===== src/design/plu_pkg.sv =====
// ---------------------------------------------------------------------------
// plu_pkg: shared types and constants of the periodic linear upsampler
// Sample widths, ratio-derived widths and the run descriptor that the front
// end hands to the interpolation engine.
// ---------------------------------------------------------------------------
package plu_pkg;

    localparam int NUM_CH      = 3;
    localparam int SAMPLE_W    = 24;
    localparam int DIFF_W      = SAMPLE_W + 1;
    // upsampling ratio, 1 to 32; the shift is floor(log2(RATIO))
    localparam int RATIO       = 8;
    localparam int RATIO_SHIFT = $clog2(RATIO + 1) - 1;
    localparam int K_W         = (RATIO > 1) ? $clog2(RATIO) : 1;
    localparam int ACC_W       = DIFF_W + K_W;
    localparam int QUEUE_DEPTH = 2;
    localparam int QPTR_W      = 1;
    localparam int QCNT_W      = 2;

    typedef logic [SAMPLE_W-1:0] t_sample;
    typedef logic [DIFF_W-1:0]   t_diff;

    // one run of RATIO rows from base to base + diff
    typedef struct packed {
        t_sample [NUM_CH-1:0] base;
        t_diff   [NUM_CH-1:0] diff;
        logic                 run_end;
        logic                 seq_end;
    } t_run;

    typedef struct packed {
        logic push;
        t_run run;
    } t_q_wr;

    function automatic t_run make_run(
        input t_sample [NUM_CH-1:0] a,
        input t_sample [NUM_CH-1:0] b,
        input logic                 run_end,
        input logic                 seq_end
    );
        t_run r;
        for (int c = 0; c < NUM_CH; c++) begin
            r.base[c] = a[c];
            r.diff[c] = {b[c][SAMPLE_W-1], b[c]} - {a[c][SAMPLE_W-1], a[c]};
        end
        r.run_end = run_end;
        r.seq_end = seq_end;
        return r;
    endfunction

endpackage


===== src/design/periodic_linear_upsampler.sv =====
// ---------------------------------------------------------------------------
// periodic_linear_upsampler: linear interpolation upsampler, three channels
// Input channel i_valid/o_stall carries one row (x, y, z, is_final); output
// channel o_valid/i_stall carries interpolated rows with run_last and
// sequence_end markers. A transaction completes when valid is high and stall
// is low. The first row of a sequence produces nothing unless it is final;
// then it yields RATIO copies of itself. Each later row produces RATIO rows
// from the previous row, and if final also RATIO rows back to the first row.
// The first result passes through the run queue, the engine's run register
// and the registered output stage. Throughput: one result per cycle while
// the receiver does not stall, from the single interpolation engine stepping
// its accumulator once per result. A two-entry run queue decouples the front
// end, so a row is taken while the previous run is still being emitted.
// Reset (synchronous, active low) clears the stored rows and the run queue.
// When the receiver stalls, the output holds, the engine pauses, and once the
// queue fills the input is stalled too; no result is dropped.
// ---------------------------------------------------------------------------
module periodic_linear_upsampler (
    input  logic             i_clk,
    input  logic             i_rst_n,
    input  logic             i_valid,
    output logic             o_stall,
    input  plu_pkg::t_sample i_sample_x,
    input  plu_pkg::t_sample i_sample_y,
    input  plu_pkg::t_sample i_sample_z,
    input  logic             i_is_final,
    output logic             o_valid,
    input  logic             i_stall,
    output plu_pkg::t_sample o_out_x,
    output plu_pkg::t_sample o_out_y,
    output plu_pkg::t_sample o_out_z,
    output logic             o_run_last,
    output logic             o_sequence_end
);
    import plu_pkg::*;

    t_q_wr q_wr;
    logic  q_full;
    logic  q_empty;
    logic  q_pop;
    t_run  q_head;

    plu_front u_front (
        .i_clk      (i_clk),
        .i_rst_n    (i_rst_n),
        .i_valid    (i_valid),
        .o_stall    (o_stall),
        .i_sample_x (i_sample_x),
        .i_sample_y (i_sample_y),
        .i_sample_z (i_sample_z),
        .i_is_final (i_is_final),
        .o_wr       (q_wr),
        .i_full     (q_full)
    );

    plu_queue u_queue (
        .i_clk   (i_clk),
        .i_rst_n (i_rst_n),
        .i_wr    (q_wr),
        .o_full  (q_full),
        .i_pop   (q_pop),
        .o_empty (q_empty),
        .o_head  (q_head)
    );

    plu_back u_back (
        .i_clk          (i_clk),
        .i_rst_n        (i_rst_n),
        .i_empty        (q_empty),
        .i_head         (q_head),
        .o_pop          (q_pop),
        .o_valid        (o_valid),
        .i_stall        (i_stall),
        .o_out_x        (o_out_x),
        .o_out_y        (o_out_y),
        .o_out_z        (o_out_z),
        .o_run_last     (o_run_last),
        .o_sequence_end (o_sequence_end)
    );

endmodule


===== src/design/plu_queue.sv =====
// ---------------------------------------------------------------------------
// plu_queue: run descriptor queue
// Two-entry register queue between the front end and the interpolation
// engine; push and pop may happen in the same cycle.
// ---------------------------------------------------------------------------
module plu_queue (
    input  logic           i_clk,
    input  logic           i_rst_n,
    input  plu_pkg::t_q_wr i_wr,
    output logic           o_full,
    input  logic           i_pop,
    output logic           o_empty,
    output plu_pkg::t_run  o_head
);
    import plu_pkg::*;

    t_run              r_mem [QUEUE_DEPTH];
    logic [QPTR_W-1:0] r_wr_ptr, n_wr_ptr;
    logic [QPTR_W-1:0] r_rd_ptr, n_rd_ptr;
    logic [QCNT_W-1:0] r_count, n_count;

    assign o_full  = (r_count == QCNT_W'(QUEUE_DEPTH));
    assign o_empty = (r_count == '0);
    assign o_head  = r_mem[r_rd_ptr];

    always_comb begin
        n_wr_ptr = r_wr_ptr + QPTR_W'(i_wr.push);
        n_rd_ptr = r_rd_ptr + QPTR_W'(i_pop);
        n_count  = r_count + QCNT_W'(i_wr.push) - QCNT_W'(i_pop);
    end

    always_ff @(posedge i_clk) begin
        if (!i_rst_n) begin
            r_wr_ptr <= '0;
            r_rd_ptr <= '0;
            r_count  <= '0;
        end else begin
            r_wr_ptr <= n_wr_ptr;
            r_rd_ptr <= n_rd_ptr;
            r_count  <= n_count;
        end
    end

    always_ff @(posedge i_clk) begin
        if (i_wr.push) begin
            r_mem[r_wr_ptr] <= i_wr.run;
        end
    end

`ifndef SYNTHESIS
    a_no_overflow: assert property (@(posedge i_clk) disable iff (!i_rst_n)
        !(i_wr.push && o_full && !i_pop))
        else $error("queue push while full");
    a_no_underflow: assert property (@(posedge i_clk) disable iff (!i_rst_n)
        !(i_pop && o_empty))
        else $error("queue pop while empty");
    a_count_range: assert property (@(posedge i_clk) disable iff (!i_rst_n)
        r_count <= QCNT_W'(QUEUE_DEPTH))
        else $error("queue count out of range");
`endif

endmodule


===== src/design/plu_front.sv =====
// ---------------------------------------------------------------------------
// plu_front: input front end
// Accepts rows, keeps the first and previous rows of the sequence and turns
// each row into zero, one or two run descriptors for the queue.
// ---------------------------------------------------------------------------
module plu_front (
    input  logic             i_clk,
    input  logic             i_rst_n,
    input  logic             i_valid,
    output logic             o_stall,
    input  plu_pkg::t_sample i_sample_x,
    input  plu_pkg::t_sample i_sample_y,
    input  plu_pkg::t_sample i_sample_z,
    input  logic             i_is_final,
    output plu_pkg::t_q_wr   o_wr,
    input  logic             i_full
);
    import plu_pkg::*;

    t_sample [NUM_CH-1:0] r_first, n_first;
    t_sample [NUM_CH-1:0] r_prev, n_prev;
    logic                 r_have, n_have;
    logic                 r_pend_valid, n_pend_valid;
    t_run                 r_pend, n_pend;
    t_sample [NUM_CH-1:0] cur;
    logic                 accept;

    assign cur     = {i_sample_z, i_sample_y, i_sample_x};
    assign o_stall = r_pend_valid || i_full;
    assign accept  = i_valid && !o_stall;

    always_comb begin
        n_first      = r_first;
        n_prev       = r_prev;
        n_have       = r_have;
        n_pend_valid = r_pend_valid;
        n_pend       = r_pend;
        o_wr.push    = 1'b0;
        o_wr.run     = r_pend;
        if (r_pend_valid) begin
            // second run of a closing row: back to the first row
            if (!i_full) begin
                o_wr.push    = 1'b1;
                n_pend_valid = 1'b0;
            end
        end else if (accept) begin
            n_prev = cur;
            n_have = !i_is_final;
            if (!r_have) begin
                n_first = cur;
                if (i_is_final) begin
                    o_wr.push = 1'b1;
                    o_wr.run  = make_run(cur, cur, 1'b1, 1'b1);
                end
            end else begin
                o_wr.push = 1'b1;
                o_wr.run  = make_run(r_prev, cur, !i_is_final, 1'b0);
                if (i_is_final) begin
                    n_pend_valid = 1'b1;
                    n_pend       = make_run(cur, r_first, 1'b1, 1'b1);
                end
            end
        end
    end

    always_ff @(posedge i_clk) begin
        if (!i_rst_n) begin
            r_first      <= '0;
            r_prev       <= '0;
            r_have       <= 1'b0;
            r_pend_valid <= 1'b0;
        end else begin
            r_first      <= n_first;
            r_prev       <= n_prev;
            r_have       <= n_have;
            r_pend_valid <= n_pend_valid;
        end
    end

    always_ff @(posedge i_clk) begin
        r_pend <= n_pend;
    end

endmodule


===== src/design/plu_back.sv =====
// ---------------------------------------------------------------------------
// plu_back: interpolation engine
// Steps through one run at a time, one interpolated row per cycle unless
// stalled, with an accumulator holding diff * k and a registered output stage.
// ---------------------------------------------------------------------------
module plu_back (
    input  logic             i_clk,
    input  logic             i_rst_n,
    input  logic             i_empty,
    input  plu_pkg::t_run    i_head,
    output logic             o_pop,
    output logic             o_valid,
    input  logic             i_stall,
    output plu_pkg::t_sample o_out_x,
    output plu_pkg::t_sample o_out_y,
    output plu_pkg::t_sample o_out_z,
    output logic             o_run_last,
    output logic             o_sequence_end
);
    import plu_pkg::*;

    logic                          r_busy, n_busy;
    logic [K_W-1:0]                r_k;
    logic signed [ACC_W-1:0]       r_acc [NUM_CH];
    t_run                          r_run;
    logic                          r_out_valid, n_out_valid;
    t_sample [NUM_CH-1:0]          r_out, n_out;
    logic                          r_out_run_last;
    logic                          r_out_seq_end;
    logic                          advance;
    logic                          last_k;
    logic                          load;
    logic signed [ACC_W-1:0]       sum [NUM_CH];

    assign advance = r_busy && (!r_out_valid || !i_stall);
    assign last_k  = (r_k == K_W'(RATIO - 1));
    assign load    = (!r_busy || (advance && last_k)) && !i_empty;
    assign o_pop   = load;

    always_comb begin
        for (int c = 0; c < NUM_CH; c++) begin
            // arithmetic shift floors the scaled difference
            sum[c] = $signed({{(ACC_W-SAMPLE_W){r_run.base[c][SAMPLE_W-1]}}, r_run.base[c]})
                   + (r_acc[c] >>> RATIO_SHIFT);
            n_out[c] = sum[c][SAMPLE_W-1:0];
        end
        n_busy = r_busy;
        if (load) begin
            n_busy = 1'b1;
        end else if (advance && last_k) begin
            n_busy = 1'b0;
        end
        n_out_valid = r_out_valid;
        if (advance) begin
            n_out_valid = 1'b1;
        end else if (!i_stall) begin
            n_out_valid = 1'b0;
        end
    end

    always_ff @(posedge i_clk) begin
        if (!i_rst_n) begin
            r_busy      <= 1'b0;
            r_out_valid <= 1'b0;
            r_k         <= '0;
        end else begin
            r_busy      <= n_busy;
            r_out_valid <= n_out_valid;
            if (load) begin
                r_k <= '0;
            end else if (advance) begin
                r_k <= r_k + K_W'(1);
            end
        end
    end

    always_ff @(posedge i_clk) begin
        if (load) begin
            r_run <= i_head;
            for (int c = 0; c < NUM_CH; c++) begin
                r_acc[c] <= '0;
            end
        end else if (advance) begin
            for (int c = 0; c < NUM_CH; c++) begin
                r_acc[c] <= r_acc[c]
                          + $signed({{(ACC_W-DIFF_W){r_run.diff[c][DIFF_W-1]}},
                                     r_run.diff[c]});
            end
        end
        if (advance) begin
            r_out          <= n_out;
            r_out_run_last <= r_run.run_end && last_k;
            r_out_seq_end  <= r_run.seq_end && last_k;
        end
    end

    assign o_valid        = r_out_valid;
    assign o_out_x        = r_out[0];
    assign o_out_y        = r_out[1];
    assign o_out_z        = r_out[2];
    assign o_run_last     = r_out_run_last;
    assign o_sequence_end = r_out_seq_end;

`ifndef SYNTHESIS
    a_seq_end_is_run_last: assert property (@(posedge i_clk) disable iff (!i_rst_n)
        (r_out_valid && r_out_seq_end) |-> r_out_run_last)
        else $error("sequence end without run end");
    a_stalled_output_holds: assert property (@(posedge i_clk) disable iff (!i_rst_n)
        (r_out_valid && i_stall) |=> (r_out_valid && $stable(r_out)))
        else $error("stalled output changed");
    a_idle_counter_clear: assert property (@(posedge i_clk) disable iff (!i_rst_n)
        (!r_busy && !load) |=> (!r_busy || r_k == '0))
        else $error("run started with nonzero step");
`endif

endmodule

===== config.mk =====
export PLATFORM = sky130hd
export DESIGN_NAME = periodic_linear_upsampler
export DESIGN_NICKNAME = d
export VERILOG_FILES = /design/src/design/plu_pkg.sv /design/src/design/periodic_linear_upsampler.sv /design/src/design/plu_queue.sv /design/src/design/plu_front.sv /design/src/design/plu_back.sv
export SDC_FILE = /design/constraint.sdc
export NUM_CORES = 2
export LEC_CHECK = 0
export ABC_CLOCK_PERIOD_IN_PS = 10900
export BUFFER_PORTS_ARGS = -buffer_cell sky130_fd_sc_hd__buf_2
export CAP_MARGIN = 10
export CELL_PAD_IN_SITES_DETAIL_PLACEMENT = 2
export CELL_PAD_IN_SITES_GLOBAL_PLACEMENT = 2
export CORE_UTILIZATION = 41
export CTS_CLUSTER_SIZE = 30
export DETAILED_ROUTE_END_ITERATION = 16
export PLACE_DENSITY = 0.87
export SYNTH_ARGS = -nofsm -noshare
export SYNTH_HDL_FRONTEND = slang
export SYNTH_SLANG_ARGS = --single-unit

===== constraint.sdc =====
create_clock -name i_clk -period 10.9 [get_ports i_clk]
set_input_delay 1.09 -clock i_clk [delete_from_list [all_inputs] [get_ports i_clk]]
set_output_delay 1.09 -clock i_clk [all_outputs]
set_load 0.005 [all_outputs]

# Word-level counts from Yosys, hierarchy flattened
# Memories as Yosys holds them, arrays and structs flattened. A register that Yosys moved wholly into a read port is not among the register bits.
# Index checks and enable logic that the tools add are counted.
dict set report op_classes {
  bitwise 6
  n_mux 25
  reduce_logical 21
  n_eq_ne 3
  addsub 20
}
# cell count
set ops {}
lappend ops {{150-bit two-way mux} 3}
lappend ops {{24-bit by 24-bit subtractor with 25-bit output} 9}
lappend ops {{149-bit two-way mux} 1}
lappend ops {{28-bit by 25-bit adder with 28-bit output} 3}
lappend ops {{28-bit two-way mux} 3}
lappend ops {{24-bit adder} 3}
lappend ops {{1-bit two-way mux} 18}
lappend ops {{1-bit logical AND} 6}
lappend ops {{1-bit logical NOT} 6}
lappend ops {{4-bit AND reduction} 1}
lappend ops {{3-bit by 1-bit adder with 3-bit output (second input constant)} 1}
lappend ops {{3-bit equality test (second input constant)} 1}
lappend ops {{1-bit logical OR} 3}
lappend ops {{1-bit inverter} 3}
lappend ops {{1-bit bitwise OR} 3}
lappend ops {{3-bit AND reduction} 1}
lappend ops {{1-bit adder} 2}
lappend ops {{2-bit by 1-bit adder with 2-bit output} 1}
lappend ops {{2-bit equality test (second input constant)} 1}
lappend ops {{2-bit logical NOT} 1}
lappend ops {{2-bit by 1-bit inequality test with 1-bit output (second input constant)} 1}
lappend ops {{2-bit AND reduction} 1}
lappend ops {{2-bit nonzero test} 1}
lappend ops {{2-bit OR reduction} 1}
lappend ops {{2-bit by 1-bit subtractor with 2-bit output} 1}
dict set report word_totals {
  output_inout_bits 76
  regBits 376
  wordCells 102
  n_memories 2
  ramBits 382
  in_bits 77
}
# memory depth width rd rd_ports_with_merged_regs wr line
set memory_table {}
lappend memory_table {u_queue.r_mem 2 149 1 1 1 plu_queue.sv:17} ;# t_run r_mem [QUEUE_DEPTH];
lappend memory_table {u_back.r_acc 3 28 3 0 3 plu_back.sv:24} ;# logic signed [ACC_W-1:0] r_acc [NUM_CH];

# Longest topological paths before layout
dict set report depth {
  ltp_word 9
  depth_mapped 12
  depth_no_buf 12
}

# Modules after synthesis
# A second synthesis with hierarchy kept.
dict set report hier_totals {
  cells_unflattened 4270
  hier_area_um2 48023.6
}
# mod cells_per_inst instances area_each_um2 seq_area_each_um2
set by_module_without_submodules {}
lappend by_module_without_submodules {plu_front 2298 1 19246.0 7337.0}
lappend by_module_without_submodules {plu_back 1487 1 17365.4 9228.9}
lappend by_module_without_submodules {plu_queue 485 1 11412.2 9048.7}

# Least setup slack after synthesis
# OpenSTA, ideal clock, no wires.
dict set report synth_path {
  kind {input port to flip-flop}
  start {input port i_valid}
  end {memory u_queue.r_mem[1][0] in the netlist's numbering (enable)}
  slack_ps 4811
  t_arrival_ps 5561
  required_ps 10373
  n_path_buf 3
  cell_stages 7
  setup_ps 527
  cell_sequence {and2_1 -> clkbuf_1 -> o21ai_1 -> clkbuf_1 -> buf_1 -> o21ai_0 -> ha_1}
}
dict set report synth_via {
  elab_chain_len 5
}
# item line
set synth_rtl {}
lappend synth_rtl {{from (decl)} periodic_linear_upsampler.sv:21} ;# input logic i_valid,
lappend synth_rtl {{1-bit logical AND} plu_front.sv:30} ;# assign accept = i_valid && !o_stall;
lappend synth_rtl {{150-bit two-way mux} plu_front.sv:46} ;# end else if (accept) begin
lappend synth_rtl {{1-bit two-way mux} plu_front.sv:40} ;# if (r_pend_valid) begin
lappend synth_rtl {{1-bit two-way mux} plu_queue.sv:45} ;# if (i_wr.push) begin
lappend synth_rtl {{1-bit two-way mux (implied by the code)} plu_queue.sv:46} ;# r_mem[r_wr_ptr] <= i_wr.run;
lappend synth_rtl {{to (decl)} plu_queue.sv:17}
# Every way passes these cells.

# Worst setup path after layout
dict set report layout_path {
  start {register u_queue.r_count[1]}
  end {memory u_queue.r_mem[0][90] in the netlist's numbering (enable)}
}
dict set report layout_via {
  elab_chain_len 8
  elab_cells_between_ends 9
  classes_between {eq/ne (1); mux (5); reduce/logical (3)}
}
# item line
set layout_rtl {}
lappend layout_rtl {{from (decl)} plu_queue.sv:20} ;# logic [QCNT_W-1:0] r_count, n_count;
lappend layout_rtl {{from (signal assigned)} plu_queue.sv:40} ;# r_count <= n_count;
lappend layout_rtl {{2-bit equality test (*)} plu_queue.sv:22} ;# assign o_full = (r_count == QCNT_W'(QUEUE_DEPTH));
lappend layout_rtl {{1-bit logical OR} plu_front.sv:29} ;# assign o_stall = r_pend_valid || i_full;
lappend layout_rtl {{1-bit logical NOT} plu_front.sv:30}
lappend layout_rtl {{1-bit logical AND} plu_front.sv:30}
lappend layout_rtl {{150-bit two-way mux} plu_front.sv:46}
lappend layout_rtl {{1-bit two-way mux (*)} plu_front.sv:40}
lappend layout_rtl {{1-bit two-way mux (*)} plu_queue.sv:45}
lappend layout_rtl {{1-bit two-way mux (implied by the code) (*)} plu_queue.sv:46}
# Mark *: on every way between the ends. The rest lies on a longest branch, timed or not.

==> flow_summary_export.csv <==
group,metric,value,unit
detailed_routing,drcViolationCount,0,
yosys,synth.most_common_cell,"edfxtp_1",
global_route,grt_pass1_wl,263000,um
setup_path,crit_fanout,55,
final_layout,n_fill_cell,11302,
min_path,hp-class,"reg -> reg",
floorplanning,start_util,41.6,%
yosys,synth_area,0.0471,mm^2
flow_run,cap_viol_max_count,0,
setup_path,crit_path_start_kind,"register",
yosys,yosysSeqAreaShare,54.4,%
clock_tree,htreeDepth,3,
timing,period_minus_slack,4.40,ns
timing,setup_tns,0,ns
timing,maxSlewViolCount,0,
detailed_routing,antenna_left,0,
yosys,yosysWarningCount,0,
timing,relSlewSlack,8.07,%
pwr,p_per_area,303,mW/mm^2
detailed_routing,vias,36698,
global_route,use_met1,36.0,%
detailed_routing,first_pass_iters,6,
floorplanning,core_area,0.113,mm^2
run_status,outcome,"finished, final reports clean",
final_layout,nets,4703,
global_route,track_usage,29.6,%
placement,hpwl,112000,um
floorplanning,num_rows,123,
clock_tree,cts_setup_buffers,0,
pwr,vdd_drop_max,0.000138,V
timing,hold_violations,0,
floorplanning,die_width,341,um
global_route,grt_util_met2,52.2,%
floorplanning,io-pin-count,153,
global_route,grt_overflow,0,
timing,finalSetupViolations,0,
yosys,synth_area_leaders,"edfxtp_1, ha_1, dfxtp_1, nand2_1, mux2_2",
pwr,pwr-share-comb,42.6,%
yosys,synth-main-ff-cell,"edfxtp_1",
yosys,ys_types,76,
floorplanning,die_area,0.116,mm^2
placement,gp_congestion,0.856,
clock_tree,cts_tree,"done",
pwr,power.leakage,0.0200,uW
clock_tree,clock-sinks,904,
yosys,async_flop_share,0,%
pwr,p_seq_share,34.8,%
setup_path,required,11.24,ns
clock_tree,ctsHoldBuffers,0,
global_route,busiest_layer,"met2",
clock_tree,post_cts_resized,0,
floorplanning,fp.dieH,341,um
placement,port-buffer-count,152,
pwr,internal_power,9430,uW
detailed_routing,totalWireLength,179000,um
timing,worst-slew-pin-transition,1.34,ns
yosys,ys_ff_latch,904,
yosys,synth-edff-count,749,
global_route,grt_max_degree,100,
detailed_routing,dr.first_iter.drc_count,2842,
clock_tree,root_buffer,"clkbuf_16",
setup_path,worstSetupPathType,"reg -> reg",
yosys,netlist_top_cells_count,"edfxtp_1, nand2_1, a21oi_1",
clock_tree,clkTransAtPathRegs,0.07,ns
clock_tree,worst_skew_pair.late_latency,0.72,ns
final_layout,drive_gt1_share,12.0,%
detailed_routing,post_drt_via_cell_ratio,6.20,
yosys,syn_area_per_cell,11.2,um^2
yosys,synth_top_area_share,47.8,%
yosys,synthCells,4200,
timing,fin_crit_sh,40.4,%
setup_path,end_kind,"register",
pwr,p_clk_share,22.5,%
global_route,met3_usage,4.81,%
pwr,p_sw_share,40.9,%
global_route,grt_pass1_vias,40073,
final_layout,area_growth,12.1,%
yosys,yosysTopAreaCell,"edfxtp_1",
timing,grt_setup_unrepaired,"false",
timing,final.setup_skew,0.0400,ns
timing,fmax,0.227,GHz
global_route,antenna_found_initial,25,
detailed_routing,wl_per_cell,30.2,um
yosys,syn_nets,4586,
clock_tree,cts_buffers,102,
pwr,switchingPower,6540,uW
pwr,total_power,16000,uW
clock_tree,cts_buffer_depth,3,
setup_path,cp.arrival,4.74,ns
[layer usage]
metal  vias to the layer above  share of wire, %  wire, um
met3                       416               6.4     11500
met4                        22               3.7      6670
met1                     18954                40     70700
li1                      15749                 -         -
met5                         -             0.081       145
met2                      1557                50     89800
[state kept, by name (all words and copies together), names as in the netlist, 24 cells and up]
signal / cells
u_queue.r_mem: 298
u_back.r_run: 149
u_front.r_pend: 147
u_back.r_acc: 81
u_front.r_first: 72
u_front.r_prev: 72
u_back.o_out_x: 24
u_back.o_out_y: 24
u_back.o_out_z: 24
[critical path, stage by stage, from the launching register on]
cell	delay, ns
dfxtp_1	0.34
nor2b_1	0.18
nor2_1	0.37
and2_4	0.68
o21ai_4	0.39
o21ai_0	0.43
ha_4	0.75
buf_4	0.76
[area by class of cell]
cell class / count / area [um^2] / area share, %
clock buffer: 147 / 2890 / 5.48
antenna: 13 / 32.5 / 0.0617
timing repair buffer: 176 / 946 / 1.79
inverter: 225 / 860 / 1.63
tap: 1500 / 1880 / 3.56
clock inverter: 46 / 455 / 0.863
sequential: 904 / 25600 / 48.5
multi-input combinational: 2908 / 20100 / 38.1
[placed cells by master, fill, tap and decap left out, types with 47 or more instances in the layout]
cell | Yosys | layout
a21boi_0 | 157 | 157
a21o_1 | 116 | 115
a21oi_1 | 317 | 316
buf_2 | 0 | 150
clkbuf_16 | 0 | 103
dfxtp_1 | 155 | 154
edfxtp_1 | 749 | 749
ha_1 | 297 | 295
inv_1 | 225 | 220
mux2_2 | 149 | 149
nand2_1 | 479 | 475
nand3_1 | 47 | 47
nor2_1 | 217 | 215
o21ai_0 | 196 | 196
o22ai_1 | 148 | 148
xnor2_1 | 157 | 157
xor2_1 | 89 | 89
[cell families (layout without fill, tap and decap cells)]
family                     count (synthesis)  count (layout)  share of synthesized area, %
other                                      0              13                             0
AOI/OAI and AO/OA                       1232            1232                          16.9
and+or+nand+nor                          969             969                          9.02
buffers and inverters                    388             594                          3.09
DFF                                      904             904                          54.4
muxes                                    152             152                          3.63
xor gates and xnor gates                 246             246                          4.58
adders and majority gates                309             309                          8.41
[power by group through the flow]
| stage | registers [uW] | logic [uW] | clock network [uW] |
|---|---|---|---|
| floorplan | 5360 | 4360 | 0 |
| global placement | 5480 | 5740 | 0 |
| detailed placement | 5570 | 6360 | 0 |
| CTS | 5550 | 6690 | 3620 |
| global route | 5610 | 7220 | 3730 |
| finish | 5560 | 6810 | 3600 |
[through the flow]
stage / util [%] / worst slack, ns / hold WS (ns) / cells / area (um^2)
final: 46.6 / 6.50 / 0.473 / 5919 / 52800
after global placement: 43.7 / 6.20 / 0.449 / 5713 / 49400
after detailed placement: 43.7 / 5.99 / 0.470 / 5713 / 49400
after floorplan: - / 4.81 / 0.439 / 4200 / 47100
after global routing: 46.6 / 6.37 / 0.503 / 5916 / 52800
after CTS: 46.6 / 6.55 / 0.478 / 5906 / 52700
[worst paths after layout]
| check | start | end | slack (ns) | depth (start not counted) |
|---|---|---|---|---|
| hold reg to reg | u_front.r_first[30] | u_front.r_first[30] | 0.47 | 2 |
| hold / removal | u_front.r_first[30] | u_front.r_first[30] | 0.47 | 2 |
| setup reg to reg | u_queue.r_count[1] | u_queue.r_mem[0][90] | 6.50 | 7 |
| setup / recovery | u_queue.r_count[1] | u_queue.r_mem[0][90] | 6.50 | 7 |
Power figures use the tool's default switching activity.
